## src/hw/rtl/gsa_ram.sv

```systemverilog
module gsa_ram #(
  parameter int DW = 8,
  parameter int AW = 4
) (
  input  logic          clk,
  input  logic          we,
  input  logic [AW-1:0] waddr,
  input  logic [DW-1:0] wdata,
  input  logic          re,
  input  logic [AW-1:0] raddr,
  output logic [DW-1:0] rdata
);

  logic [DW-1:0] mem [(1 << AW)];

  always_ff @(posedge clk) begin
    if (we) begin
      mem[waddr] <= wdata;
    end
  end

  always_ff @(posedge clk) begin
    if (re) begin
      rdata <= mem[raddr];
    end
  end

endmodule

```

## config.mk

```make
export PLATFORM = sky130hd
export DESIGN_NAME = gsa_ram
export DESIGN_NICKNAME = d
export VERILOG_FILES = /design/src/hw/rtl/gsa_ram.sv
export SDC_FILE = /design/constraint.sdc
export NUM_CORES = 1
export LEC_CHECK = 0
export BUFFER_PORTS_ARGS = -buffer_cell sky130_fd_sc_hd__buf_2
export CAP_MARGIN = 20
export CORE_ASPECT_RATIO = 0.8
export CORE_MARGIN = 1
export CORE_UTILIZATION = 30
export DETAILED_ROUTE_END_ITERATION = 10
export GPL_TIMING_DRIVEN = 0
export PLACE_DENSITY = 0.48
export SETUP_SLACK_MARGIN = 0.1
export SLEW_MARGIN = 20
export SYNTH_ARGS = -nofsm -noshare
export SYNTH_HDL_FRONTEND = slang
export SYNTH_SLANG_ARGS = --single-unit
```

## constraint.sdc

```tcl
create_clock -name clk -period 2.75 [get_ports clk]
set_input_delay 0.1375 -clock clk [delete_from_list [all_inputs] [get_ports clk]]
set_output_delay 0.1375 -clock clk [all_outputs]
set_load 0.05 [all_outputs]
```

# --- Yosys cells after proc, flatten, opt, wreduce, memory -nomap -nowiden ---
# Memory sizes are Yosys's and may differ from the RTL's. A register that Yosys moved wholly into a read port is not among the register bits.
# Index checks and enable logic that the tools add are counted.
classes:
  mux: 2
op_table:
  columns: ["operator", "n"]
  rows:
  - ["two-way mux 1 bit", 2]
word_totals:
  mem_count: 1
  out_inout_bits: 8
  elab_cells: 3
  ramBits: 128
  reg_bits: 0
mem_list:
  columns: ["memory", "words", "width", "read_ports", "rd_clocked_by_memory_dff", "wr", "line_no", "rtl"]
  rows:
  - ["mem", 16, 8, 1, 1, 1, "14", "logic [DW-1:0] mem [(1 << AW)];"]

# --- Longest topological paths before layout ---
depth:
  word_depth: 2
  depth_mapped: 5
  mapped_depth_nobuf: 3

# --- Worst setup path before layout ---
# No wires, ideal clock.
synth_timing:
  path_kind: "in2reg"
  from: "input waddr[2]"
  to: "memory mem[0][0], enable pin"
  cell_stages: 2
  path_slack_ps: 1120
  arrival_time_ps: 1247
  setup_time_ps: 383
  cell_sequence: "or3b_2 nor3_1"
synth_rtl:
  columns: ["element", "line_no", "rtl"]
  rows:
  - ["start, declared", "7", "input logic [AW-1:0] waddr,"]
  - ["end, declared", "14", null]
# No word-level cell before the write port.

==> flow_summary.ini <==
[placement]
dp_hpwl_mm = 6.98
port_buffers = 25
dpl_cell_area_um2 = 5650
gp_congestion = 0.705
place_inst = 474

[synth]
synthTopCellsByArea = edfxtp_1 (78%), mux4_2 (7.8%), mux4_1 (7.0%)
yosysSeqAreaShare_pct = 78.1
ys_ff_latch = 136
synth_area_leader_cell = edfxtp_1
synth_nets = 248
synth_most_common_cell = edfxtp_1
synth_common_cells = edfxtp_1 (136), mux4_2 (18), a22oi_1 (16)
netlist_instances = 229
synth_top_area_share_pct = 78.1
synth_warnings = 0
yosys.cell_types.count = 18
synth_edf_count = 136
ys.flop_type = edfxtp_1
syn_area_um2 = 5230
synth-async-reset-ratio_pct = 0
syn_area_per_cell_um2 = 22.8

[worst_setup_path]
max_stage_delay_ns = 0.61
crit_type = reg2reg
r2r_start = mem[4][2]
critPathCaptureType = register
path_cells = mux4_1 > a22oi_1 > nand2_1
worst-endpoint-arrival_ns = 1.73
slowest_stage = mux4_1
critPathRequiredTime_ns = 2.90
cp-start-kind = register
r2r_cells = 3
critPathMaxFanout = 1
rrSetupSlack_ns = 1.18
rr_endpoint = rdata[2]

[floorplan]
start_util_pct = 31.1
ios = 27
rows = 42
die_w_um = 150
die_h_um = 120
floorplan.die_area_um2 = 18000
core_um2 = 16800

[clock_tree]
numCtsBuffers = 17
cts_max_level = 4
cts_tree = yes
cts.repair.resized = 0
cts_setup_buffers = 0
clockBufferDepth = 2
hold_buffers = 0
clockRootBuffer = clkbuf_16
path_clk_slew_ns = 0.06
clk_latency_ns = 0.41
clkSinkCount = 136

[drt]
vias = 2422
ant_nets = 0
drtIter0Drc = 167
wl_per_cell_um = 21.5
drt_wl_total_mm = 10.9
via_per_inst = 4.79
drt-pass1-iter-count = 4
drc = 0

[timing]
fin_crit_ns = 1.57
hold_viol = 0
clock_skew_ns = 0.0115
worst_slew_pin_slew_ns = 0.865
slew_headroom_pct = 42.1
rsz0062_at_grt = false
max_freq_ghz = 0.635
slew_violations = 0
setup_viol = 0
whs_ns = 0.0899
finalCritPeriodShare_pct = 57.2
finalSetupTns_ns = 0

[hold_path]
hp-class = in2reg
hold_start = re
hold_end = rdata[2]
hold_path_depth = 1

[power_and_ir_drop]
p_per_area_nw_per_um2 = 788
total_power_uw = 4930
power_leakage_uw = 0.00205
vdd_drop_max_mv = 0.358

[layout]
area_delta_synth_final_pct = 19.7
nets = 292
design_area_um2 = 6260
final_layout_size_suffix_gt1_share_pct = 29.7
num_antenna_cells = 0
stdcell_count = 506

[global_routing]
grt_start_max_net_pins = 17
overflow = 0
grt_pass1_vias = 2448
antenna_found_initial = 0
grt_pass1_wl_mm = 16.1
grt_util_all_layers_pct = 13.3

[job]
maxCapViolCount = 0

[status]
status = completed
==> critical path, delay by kind of cell, from the launching register on <==
kind               cells  cell delay (ns)
AOI/OAI and AO/OA      1             0.27
DFF                    1             0.35
muxes                  1             0.61
and+or+nand+nor        1             0.08
==> per-stage QoR <==
step | setup WS, ns | util (%)
after global routing | 1.12 | 37.2
final | 1.18 | 37.2
after CTS | 1.14 | 37.2
after detailed placement | 0.875 | 33.6
after global placement | 0.447 | 33.5
after floorplan | 1.12 | -
==> cell type report <==
cell class / count / area [um2]
Buffer: 10 / 86.3
Clock buffer: 19 / 433
Clock inverter: 13 / 178
Fill cell: 1537 / 10600
Multi-Input combinational cell: 83 / 1080
Sequential cell: 136 / 4080
Tap cell: 220 / 275
Timing Repair Buffer: 25 / 125
==> layer usage <==
metal,global-route usage (%),part of all wire [%],up-vias
met3,3.04,3.9,6
met1,19.5,50,1292
li1,-,-,1076
met2,19.0,46,48
met5,0,0,-
met4,4.78,0.76,0
==> where the power goes <==
part | switching (uW) | total, uW | internal (uW) | leakage, uW
logic | 171 | 262 | 90.5 | 0.000523
clock network | 815 | 2330 | 1510 | 0.000290
registers | 9.26 | 2350 | 2340 | 0.00124
total | 996 | 4930 | 3940 | 0.00205
==> placed cells by master, fill, tap and decap left out, types with 2 or more instances in the layout <==
cell type        count
nor3_2               4
clkdlybuf4s25_2      3
clkbuf_1             2
mux4_2              18
a22oi_1             16
buf_2               28
bufinv_16            4
nand3b_1             2
nor2_1              13
buf_6                3
mux4_1              14
clkbuf_16           17
clkinv_1             3
edfxtp_1           136
nand2b_1             2
nand2_1              9
clkinvlp_4           2
clkinv_4             2
==> flip-flops by register name (all words and copies together) (netlist names) <==
signal / count
mem: 128
rdata: 8
==> cells by family (layout without fill, tap and decap cells) <==
kind of cell / Yosys count / after routing / synth area share [%]
mux: 32 / 32 / 14.8
flops: 136 / 136 / 78.1
buf+inv: 10 / 67 / 1.65
compound gates: 16 / 16 / 2.30
simple gates: 35 / 35 / 3.14
==> worst max-delay path by stage <==
stage	from	endpoint	slack (ns)
2_1_floorplan	waddr[2]	mem[0][0]	1.12
3_3_place_gp	waddr[2]	mem[0][2]	0.45
3_5_place_dp	waddr[2]	mem[2][2]	0.87
4_1_cts	mem[4][2]	rdata[2]	1.14
5_1_grt	mem[4][2]	rdata[2]	1.12
6_report	mem[4][2]	rdata[2]	1.18
Power figures use the tool's default switching activity.
