**config.mk**
```make
export PLATFORM = sky130hd
export DESIGN_NAME = gsa_clear
export DESIGN_NICKNAME = d
export VERILOG_FILES = /design/src/hw/rtl/gsa_pkg.sv /design/src/hw/rtl/gsa_clear.sv
export SDC_FILE = /design/constraint.sdc
export NUM_CORES = 1
export LEC_CHECK = 0
export ABC_AREA = 1
export BUFFER_PORTS_ARGS = -buffer_cell sky130_fd_sc_hd__buf_2
export CORE_UTILIZATION = 32
export CTS_CLUSTER_DIAMETER = 80
export DETAILED_ROUTE_END_ITERATION = 16
export PLACE_DENSITY_LB_ADDON = 0.08
export SKIP_LAST_GASP = 1
export SLEW_MARGIN = 25
export SYNTH_ARGS = -nofsm -noshare
export SYNTH_HDL_FRONTEND = slang
export SYNTH_SLANG_ARGS = --single-unit
```
**constraint.sdc**
```tcl
create_clock -name clk -period 1.47 [get_ports clk]
set_input_delay 0.3675 -clock clk [delete_from_list [all_inputs] [get_ports clk]]
set_output_delay 0.3675 -clock clk [all_outputs]
set_load 0.02 [all_outputs]
```
**src/hw/rtl/gsa_pkg.sv**
```systemverilog
package gsa_pkg;

  localparam int MAX_SLOTS = 1024;
  localparam int SLOT_AW   = $clog2(MAX_SLOTS);
  localparam int CNT_W     = SLOT_AW + 1;
  localparam int GEN_W     = 16;
  localparam int IDX_W     = 16;
  localparam int ID_W      = GEN_W + IDX_W;
  localparam int CFG_W     = 11;

  typedef enum logic [1:0] {
    OP_ALLOC  = 2'd0,
    OP_FREE   = 2'd1,
    OP_LOOKUP = 2'd2,
    OP_NONE   = 2'd3
  } op_t;

  typedef enum logic [1:0] {
    ST_OK      = 2'd0,
    ST_NO_SLOT = 2'd1,
    ST_RANGE   = 2'd2,
    ST_UNUSED  = 2'd3
  } status_t;

  // One slot table entry: occupancy flag and the id handed out.
  typedef struct packed {
    logic            used;
    logic [ID_W-1:0] id;
  } slot_entry_t;

  localparam int SLOT_DW = $bits(slot_entry_t);

  // Clearing sequencer status toward the top level.
  typedef struct packed {
    logic               busy;
    logic [SLOT_AW-1:0] addr;
  } clr_t;

endpackage

```
**src/hw/rtl/gsa_clear.sv**
```systemverilog
module gsa_clear (
  input  logic          clk,
  input  logic          rst_n,
  input  logic          start,
  output gsa_pkg::clr_t clr
);

  logic                        busy_r;
  logic                        busy_nxt;
  logic [gsa_pkg::SLOT_AW-1:0] addr_r;
  logic [gsa_pkg::SLOT_AW-1:0] addr_nxt;

  always_comb begin
    busy_nxt = busy_r;
    addr_nxt = addr_r;
    if (start) begin
      busy_nxt = 1'b1;
      addr_nxt = '0;
    end else if (busy_r) begin
      addr_nxt = addr_r + 1'b1;
      // last entry swept: drop busy
      if (addr_r == {gsa_pkg::SLOT_AW{1'b1}}) begin
        busy_nxt = 1'b0;
      end
    end
  end

  always_ff @(posedge clk) begin
    if (!rst_n) begin
      busy_r <= 1'b1;
      addr_r <= '0;
    end else begin
      busy_r <= busy_nxt;
      addr_r <= addr_nxt;
    end
  end

  assign clr.busy = busy_r;
  assign clr.addr = addr_r;

endmodule

```
Word level (Yosys, flattened, before mapping)
Cells that the tools add are included.

Register bits: 11. Bits of input ports: 3. Output and inout port bits: 11. Word-level logic and storage cells: 8.

Add/subtract/negate cells: 1. Eq/ne operators: 1. Muxes and demuxes: 2. Bitwise logic cells: 1. Reduce and logical (&&, ||, !) cells: 1.

Operators with widths (number): $add A10 B1 Y10 const B (1); $eq A10 B10 Y1 const B (1); $mux W1 (2); $reduce_or A2 Y1 (1); $not A1 Y1 (1).

Depth between registers and ports, before layout
Gate-level depths: netlist of the first run.

Depth in word-level cells: 3. Gate-level depth with buffers: 7. Depth with buffers taken out: 7.

Worst setup path after synthesis of the first run
Ideal clock, no wire load.

Path type: register -> register. Start: register addr_r[0] (netlist name). End: register busy_r. Setup time: 0.117 ns. Arrival time: 1.176 ns. Data required time: 1.353 ns. Path slack: 0.177 ns. Cell stages (with the launch flop): 7. Buffers on the path: 0. Period minus slack after synthesis: 1.293 ns. Cell sequence: dfxtp_1 > ha_1 > nand2_1 > nor2_4 > nand4_1 > nand2_1 > nand2_1.

Word-level cells in the longest chain between the ends: 3.

RTL lines: start, declared (line gsa_clear.sv:10) `logic [gsa_pkg::SLOT_AW-1:0] addr_r;`; start signal, assigned (line gsa_clear.sv:34) `addr_r <= addr_nxt;`; $eq A10 B10 Y1 (line gsa_clear.sv:22) `if (addr_r == {gsa_pkg::SLOT_AW{1'b1}}) begin`; $mux W1 (line gsa_clear.sv:22); $mux W1 (line gsa_clear.sv:19) `end else if (busy_r) begin`; end signal, assigned (line gsa_clear.sv:33) `busy_r <= busy_nxt;`; end, declared (line gsa_clear.sv:8) `logic busy_r;`.

No other way between the ends. A chain may end at the register's enable or synchronous reset.

Worst setup path after layout of the first run
Start: register busy_r. End: output port clr[10] (netlist name).

RTL lines: end, declared (line gsa_clear.sv:5) `output gsa_pkg::clr_t clr`.

No word-level cell between the ends.

==> results of run 1 <==
state kept, by name, indices dropped and copies added, names as in the netlist:
signal	cells
addr_r	10
busy_r	1
routing by layer:
layer | global-route usage (%) | wire, um | part of all wire [%] | vias up
met5 | 0 | 0 | 0 | -
met3 | 6.12 | 72 | 6.4 | 2
met1 | 16.2 | 555 | 50 | 227
li1 | - | - | - | 275
met4 | 6.67 | 13 | 1.2 | 0
met2 | 20.6 | 477 | 43 | 11
worst min-delay path by stage:
| stage | slack [ns] | cells past startpoint | end | start |
|---|---|---|---|---|
| 2_1_floorplan | 0.48 | 2 | busy_r$_SDFF_PP1_ | start |
| 3_3_place_gp | 0.51 | 1 | addr_r[3]$_SDFFE_PP0P_ | addr_r[3]$_SDFFE_PP0P_ |
| 3_5_place_dp | 0.51 | 1 | addr_r[3]$_SDFFE_PP0P_ | addr_r[3]$_SDFFE_PP0P_ |
| 4_1_cts | 0.34 | 3 | busy_r$_SDFF_PP1_ | start |
| 5_1_grt | 0.35 | 3 | busy_r$_SDFF_PP1_ | start |
| 6_report | 0.34 | 3 | busy_r$_SDFF_PP1_ | start |
worst reg2reg max path, delay by kind of cell, from the launching register on:
kind | cells | cell delay [ns]
DFF | 1 | 0.43
and+or+nand+nor | 5 | 0.49
adders and majority gates | 1 | 0.20
power by group through the flow:
stage               registers (mW)  clock network, mW  logic [mW]
global route                 0.305              0.230      0.0306
finish                       0.304              0.207      0.0277
global placement             0.311                  0      0.0280
detailed placement           0.311                  0      0.0280
CTS                          0.304              0.215      0.0281
floorplan                    0.314                  0      0.0159
cell type report:
type	count	area, um2
tap	24	30.0
clock buffer	4	26.3
fill	170	911
multi-input combinational	53	297
timing repair buffer	14	72.6
inverter	10	37.5
sequential	11	220
synth_stat cells:
| cell | count | area share [%] |
|---|---|---|
| buf_4 | 1 | 1.3 |
| nand3_1 | 3 | 2.6 |
| inv_2 | 2 | 1.3 |
| nand2_4 | 1 | 2.0 |
| nand2_1 | 18 | 12 |
| inv_1 | 8 | 5.2 |
| nor2_1 | 6 | 3.9 |
| nor2_8 | 1 | 3.5 |
| a21oi_1 | 7 | 6.1 |
| nand3b_1 | 1 | 1.3 |
| ha_1 | 1 | 2.2 |
| nor2_4 | 2 | 3.9 |
| nand3_2 | 2 | 3.5 |
| nand4_1 | 3 | 3.3 |
| dfxtp_1 | 11 | 38 |
| o21ai_0 | 2 | 1.7 |
| nor2_2 | 2 | 2.2 |
| nand2_2 | 1 | 1.1 |
| buf_6 | 1 | 2.0 |
| nor3_1 | 3 | 2.6 |
cell families after synthesis:
logic type / Yosys count
fa+ha+maj: 1
simple gates: 43
flops: 11
compound gates: 9
buf+inv: 12
==> results.cfg, run 1 <==
[global_routing]
grt_overflow = 0
grt_pass1_wl_um = 1920
track_usage_pct = 13.6
antenna_found_initial = 0
grt_max_degree = 9
grt_pass1_vias = 469

[timing]
fin_hold_ws_ns = 0.337
drv_slew = 0
grt_setup_unrepaired = no
fmax_ghz = 0.733
post-route-period-util_pct = 92.8
fin_crit_ns = 1.36
tightest_slew_ns = 0.305
timing.final.ws_setup_ns = 0.105
hold_viol = 0
setup_viol = 0
relSlewSlack_pct = 79.6
tns_ns = 0
skew_ns = 0.00417

[clock_network]
hold_buffers = 0
cts_sinks = 11
cts_buffer_depth = 2
cts_tree = done
cts_buffers = 3
cts.clk_slew.worst_paths_ns = 0.07
insertion_delay_ns = 0.27
cts_root_buf = clkbuf_4
cts.htree.levels = 1
cts_resized = 0
post_cts_buffers = 0

[pwr]
intPower_mw = 0.416
power.net_switching_mw = 0.123
combPwrFrac_pct = 5.1
netSwitchingFraction_pct = 22.8
clkPwrFrac_pct = 38.4
power.density_nw_per_um2 = 789
p_leak_nw = 0.320
peakVddDrop_mv = 0.379
seq_power_share_pct = 56.4
finalPower_mw = 0.539

[placement]
placed_cells = 112
gp_congestion = 0.737
pre_cts_ws_ns = 0.260
place_area_um2 = 657
dpl.hpwl_um = 807
placement.io_buffers = 13

[setup_path]
worstSetupStartpointType = flip-flop
slowest_stage = dfxtp_1
reg2regPathDepth = 6
critPathTopFamily = flip-flops
path_max_fanout = 7
crit_type = reg -> out
worstSetupStartpoint = busy_r$_SDFF_PP1_
arrival_ns = 1.00
regToRegSetupSlack_ns = 0.24
path_depth = 1
worst_r2r_endpoint = busy_r$_SDFF_PP1_
max_stage_delay_ns = 0.50
critPathCapture = clr[10]
path_cells = buf_2
reg2reg_from = addr_r[0]$_SDFFE_PP0P_
crit_buf_inv = 1
required_ns = 1.10
cp-end-kind = output pin

[cells_and_area]
stdcell_area_um2 = 683
final_cell_mix = nand2_1, buf_2, dfxtp_1
antenna_cells_inserted = 0
final_common_cell = nand2_1
design.final.nets = 97
area_delta_synth_final_pct = 19.2
stdcell_count = 116
post-route-util_pct = 42.9
drive_gt1_share_pct = 30.4

[drt]
firstDrtPassIters = 4
first_iter_violations = 4
via_per_inst = 4.44
dr_total_vias = 515
route.detailed.drc = 0
wl_per_cell_um = 9.64
wirelength_um = 1120
drtAntennaViolNets = 0

[yosys]
synth_cell_types = 20
ys_warn_count = 0
synth_compound_area_share_pct = 7.86
synthAdderAreaFrac_pct = 2.18
synthesis.area_um2 = 573
synth_mux_area_share_pct = 0
syn_area_per_cell_um2 = 7.54
syn_inst = 76
synth_top_family_by_area = simple AND/OR/NAND/NOR gates
synth.ff_latch_count = 11
synth_nets = 80
yosys.area_share.simple_pct = 41.7
post_synth_xor_area_fraction_pct = 0
synth-seq-area-share_pct = 38.4

[hold_path]
hold_class = in -> reg

[floorplan]
design.core.area_um2 = 1590
io_pins = 14
start_util_pct = 35.9
die_w_um = 44.3
row_count = 14
die-area_um2 = 1960
die_h_um = 44.3

[run_status]
outcome = completed

[job]
max_cap_violations = 0
Power figures use the tool's default switching activity.
==> inputs of run 2 (changes only) <==
==> constraint.sdc (replaced) <==
create_clock -name clk -period 1.5 [get_ports clk]
set_input_delay 0.375 -clock clk [delete_from_list [all_inputs] [get_ports clk]]
set_output_delay 0.375 -clock clk [all_outputs]
set_load 0.02 [all_outputs]
==> run 2 against run 1 <==
  * Via count down 1.2%
  * Non-clock buffer count down 1
  * Cell area down 0.92%
  * Die area unchanged
  * Worst setup slack better by 0.10 ns
  * Sequential share of layout area up 0.48 points
  * Worst hold slack better by 0.019 ns
  * Clock skew down 0.0022 ns
  * Global-route usage up 0.86 points
  * Flip-flop and latch count unchanged
  * Count of clock-buffer cells in the layout unchanged
  * Critical endpoint unchanged
==> results.cfg, run 2 (synthesized netlist as in run 1, its figures left out) <==
[run_status]
outcome = completed

[floorplan]
die-area_um2 = 1960
io_pins = 14
row_count = 14
start_util_pct = 35.9
die_h_um = 44.3
die_w_um = 44.3
design.core.area_um2 = 1590

[placement]
gp_congestion = 0.709
dpl.hpwl_um = 823
placement.io_buffers = 13
placed_cells = 111
pre_cts_ws_ns = 0.294
place_area_um2 = 649

[clock_network]
cts_buffer_depth = 2
insertion_delay_ns = 0.27
cts.htree.levels = 1
cts_root_buf = clkbuf_4
post_cts_buffers = 0
cts.clk_slew.worst_paths_ns = 0.07
cts_buffers = 3
cts_tree = done
cts_sinks = 11

[setup_path]
path_max_fanout = 10
path_depth = 1
reg2regPathDepth = 6
regToRegSetupSlack_ns = 0.29
arrival_ns = 0.92
crit_buf_inv = 1
reg2reg_from = addr_r[0]$_SDFFE_PP0P_
required_ns = 1.12
worstSetupStartpointType = flip-flop
crit_type = reg -> out
cp-end-kind = output pin
worst_r2r_endpoint = busy_r$_SDFF_PP1_
critPathTopFamily = flip-flops
max_stage_delay_ns = 0.45
path_cells = buf_2
slowest_stage = dfxtp_2

[timing]
drv_slew = 0
tightest_slew_ns = 0.214
grt_setup_unrepaired = no
fmax_ghz = 0.773
post-route-period-util_pct = 86.2
fin_hold_ws_ns = 0.356
setup_viol = 0
tns_ns = 0
fin_crit_ns = 1.29
hold_viol = 0
relSlewSlack_pct = 85.7
skew_ns = 0.00200
timing.final.ws_setup_ns = 0.207

[global_routing]
track_usage_pct = 14.4
grt_pass1_wl_um = 2010
grt_max_degree = 11
grt_pass1_vias = 472
antenna_found_initial = 0
grt_overflow = 0

[cells_and_area]
reg_top3 = addr_r: 10 flops, busy_r: 1 flops
design.final.nets = 96
antenna_cells_inserted = 0
largest_register_ffs = 10
fill_cells = 175
final_cell_mix = nand2_1, buf_2, dfxtp_1
regMostFlops = addr_r
post-route-util_pct = 42.5
final_common_cell = nand2_1
drive_gt1_share_pct = 30.8
area_delta_synth_final_pct = 18.1
stdcell_area_um2 = 677
stdcell_count = 115

[drt]
wl_met1_um = 598
route.detailed.drc = 0
firstDrtPassIters = 4
first_iter_violations = 6
drtAntennaViolNets = 0
dr_total_vias = 509
wl_per_cell_um = 9.69
top_layer_used = met4
dr_wl_met3_um = 39
wl_met2_um = 453
wirelength_um = 1110
via_per_inst = 4.43

[hold_path]
whs_endpoint = busy_r$_SDFF_PP1_
hold_class = in -> reg
min-delay-start = start
worstHoldPathCells = 3

[pwr]
seq_power_share_pct = 56.0
intPower_mw = 0.407
power.net_switching_mw = 0.125
power.density_nw_per_um2 = 786
clkPwrFrac_pct = 38.8
combPwrFrac_pct = 5.2
peakVddDrop_mv = 0.424
netSwitchingFraction_pct = 23.4
finalPower_mw = 0.532
p_leak_nw = 0.315

[job]
max_cap_violations = 0
## run 2: changes by cell type in the layout (fill, tap and decap cells not counted), sizes merged
cell,previous run,this run
buf,14,13
## run 2: timing repair
item,4_1_cts,5_1_grt
hold buffers,0,0
resized for setup,0,1
endpoints found under the hold margin,0,0
endpoints found under the setup margin,0,1
## run 2: how the worst max path moves through the flow
| stage | startpoint | endpoint | slack (ns) |
|---|---|---|---|
| global route | busy_r$_SDFF_PP1_ | clr[10] | 0.14 |
| detailed placement | addr_r[0]$_SDFFE_PP0P_ | busy_r$_SDFF_PP1_ | 0.29 |
| CTS | busy_r$_SDFF_PP1_ | clr[10] | 0.07 |
| floorplan | addr_r[0]$_SDFFE_PP0P_ | busy_r$_SDFF_PP1_ | 0.21 |
| global placement | addr_r[0]$_SDFFE_PP0P_ | addr_r[4]$_SDFFE_PP0P_ | 0.31 |
| finish | busy_r$_SDFF_PP1_ | clr[10] | 0.21 |
## run 2: power groups by stage
stage | clock network, mW | logic, mW | registers, mW
after floorplan | 0 | 0.0156 | 0.308
after global routing | 0.227 | 0.0308 | 0.298
after CTS | 0.219 | 0.0281 | 0.298
after detailed placement | 0 | 0.0281 | 0.305
final | 0.206 | 0.0275 | 0.298
after global placement | 0 | 0.0276 | 0.305
## run 2: final cells by class
type / instances / area [um2] / area share [%]
Multi-Input combinational cell: 53 / 297 / 43.8
Sequential cell: 11 / 221 / 32.7
Timing Repair Buffer: 13 / 65.1 / 9.61
Inverter: 10 / 37.5 / 5.55
Tap cell: 24 / 30.0 / 4.44
Clock buffer: 4 / 26.3 / 3.88
## run 2: worst reg2reg max path, delay by kind of cell (launching register included)
kind	cells	cell delay, ns
adders and majority gates	1	0.20
and+or+nand+nor	5	0.47
DFF	1	0.42
## run 2: routing by layer
metal  GRT usage, %  up-vias
met3           3.67        4
met2           20.0       10
met4           10.9        0
met5              0        -
met1           19.0      216
li1               -      279
==> inputs of run 3 (changes only) <==
--- a/config.mk
+++ b/config.mk
@@ -11,6 +11,7 @@
 export CTS_CLUSTER_DIAMETER = 80
 export DETAILED_ROUTE_END_ITERATION = 16
 export PLACE_DENSITY_LB_ADDON = 0.08
+export SETUP_SLACK_MARGIN = 0.5
 export SKIP_LAST_GASP = 1
 export SLEW_MARGIN = 25
 export SYNTH_ARGS = -nofsm -noshare
==> run 3 against run 2 <==
  * Non-clock buffer count increased by 14
  * Sequential power is 3% lower
  * Worst setup slack improved by 0.16 ns
==> results.cfg, run 3 (synthesized netlist as in run 1, its figures left out) <==
[global_routing]
grt_max_degree = 9
grt_pass1_wl_um = 2390
grt_pass1_vias = 574
track_usage_pct = 16.5
grt_overflow = 0
antenna_found_initial = 0

[setup_path]
cp-end-kind = output pin
crit_type = reg -> out
critPathTopFamily = flip-flops
path_cells = buf_6
reg2reg_from = addr_r[0]$_SDFFE_PP0P_
worstSetupStartpointType = flip-flop
reg2regPathDepth = 7
path_depth = 1
path_max_fanout = 4
worst_r2r_endpoint = busy_r$_SDFF_PP1_
slowest_stage = dfxtp_4
required_ns = 1.12
crit_buf_inv = 1
worstSetupStartpoint = addr_r[1]$_SDFFE_PP0P_
max_stage_delay_ns = 0.36
regToRegSetupSlack_ns = 0.38
critPathCapture = clr[1]
arrival_ns = 0.76

[cells_and_area]
antenna_cells_inserted = 0
drive_gt1_share_pct = 56.2
final_cell_mix = nand2_1, buf_6, buf_4
area_delta_synth_final_pct = 66.8
fill_cells = 146
multiInputGateArea_um2 = 347
largest_register_ffs = 10
reg_top3 = addr_r: 10 flops, busy_r: 1 flops
final_common_cell = nand2_1
design.final.nets = 110
regMostFlops = addr_r
seq_area_um2 = 249

[clock_network]
hold_buffers = 0
cts_tree = done
cts.htree.levels = 1
cts_buffers = 3
cts_sinks = 11
cts_root_buf = clkbuf_4
cts_buffer_depth = 2
insertion_delay_ns = 0.27
cts.clk_slew.worst_paths_ns = 0.07

[timing]
drv_slew = 0
hold_viol = 0
tns_ns = 0
setup_viol = 0
fmax_ghz = 0.879
relSlewSlack_pct = 86.6
skew_ns = 0.00184
fin_hold_ws_ns = 0.348
timing.final.ws_setup_ns = 0.363
grt_setup_unrepaired = yes
tightest_slew_ns = 0.200
post-route-period-util_pct = 75.8
fin_crit_ns = 1.14

[placement]
gp_congestion = 0.719
placement.io_buffers = 13
dpl.hpwl_um = 829
pre_cts_ws_ns = 0.369

[floorplan]
die_h_um = 44.3
row_count = 14
design.core.area_um2 = 1590
die_w_um = 44.3
start_util_pct = 35.9
io_pins = 14
die-area_um2 = 1960

[drt]
wirelength_um = 1360
route.detailed.drc = 0
first_iter_violations = 2
drtAntennaViolNets = 0
wl_per_cell_um = 10.5
via_per_inst = 4.57
dr_total_vias = 589
firstDrtPassIters = 3

[pwr]
peakVddDrop_mv = 0.430
power.density_nw_per_um2 = 571
p_leak_nw = 0.443

[job]
max_cap_violations = 0

[hold_path]
hold_class = in -> reg

[run_status]
outcome = completed
## run 3: changes by cell type in the layout (fill, tap and decap cells not counted), sizes merged
cell,change
buf,+14
## run 3: layer usage
| layer | wire [um] | track usage [%] |
|---|---|---|
| met3 | 64 | 6.53 |
| met5 | 0 | 0 |
| met4 | 6 | 3.64 |
| met2 | 611 | 25.9 |
| met1 | 674 | 21.3 |
## run 3: worst min path at each step
| stage | startpoint | to | slack (ns) | cells past startpoint |
|---|---|---|---|---|
| floorplan | start | busy_r$_SDFF_PP1_ | 0.49 | 2 |
| global placement | addr_r[3]$_SDFFE_PP0P_ | addr_r[3]$_SDFFE_PP0P_ | 0.47 | 1 |
| detailed placement | addr_r[3]$_SDFFE_PP0P_ | addr_r[3]$_SDFFE_PP0P_ | 0.47 | 1 |
| CTS | start | busy_r$_SDFF_PP1_ | 0.34 | 3 |
| global route | start | busy_r$_SDFF_PP1_ | 0.36 | 3 |
| finish | start | busy_r$_SDFF_PP1_ | 0.35 | 3 |
## run 3: cell type report
| cell class | count | share of cell area [%] |
|---|---|---|
| tap | 24 | 3.14 |
| timing repair buffer | 27 | 27.9 |
| inverter | 10 | 3.93 |
| sequential | 11 | 26.0 |
| multi-input combinational | 53 | 36.3 |
| clock buffer | 4 | 2.75 |
## run 3: repair_timing
| item | CTS | global route |
|---|---|---|
| buffers inserted | 14 | 0 |
| pin swaps | 4 | 5 |
| setup endpoints to repair | 20 | 21 |
| resized for setup | 35 | 7 |
## run 3: report_power, final
group / total, mW / leakage [nW] / switching [mW] / internal, mW
sequential: 0.289 / 0.0952 / 0.00335 / 0.285
clock: 0.209 / 0.0150 / 0.106 / 0.103
combinational: 0.0490 / 0.333 / 0.0242 / 0.0248
## run 3: worst min-delay path, cell delays in order
cell and delay (ns):
buf_2 0.10, nor2_4 0.06, nand2_1 0.06
## run 3: through the flow
stage	instances	util [%]	power [mW]	area, um2
after floorplan	76	-	0.324	606
after global placement	111	42.8	0.333	682
after detailed placement	111	42.8	0.334	682
after CTS	129	58.4	0.548	931
after global routing	129	60.0	0.572	956
final	129	60.0	0.546	956
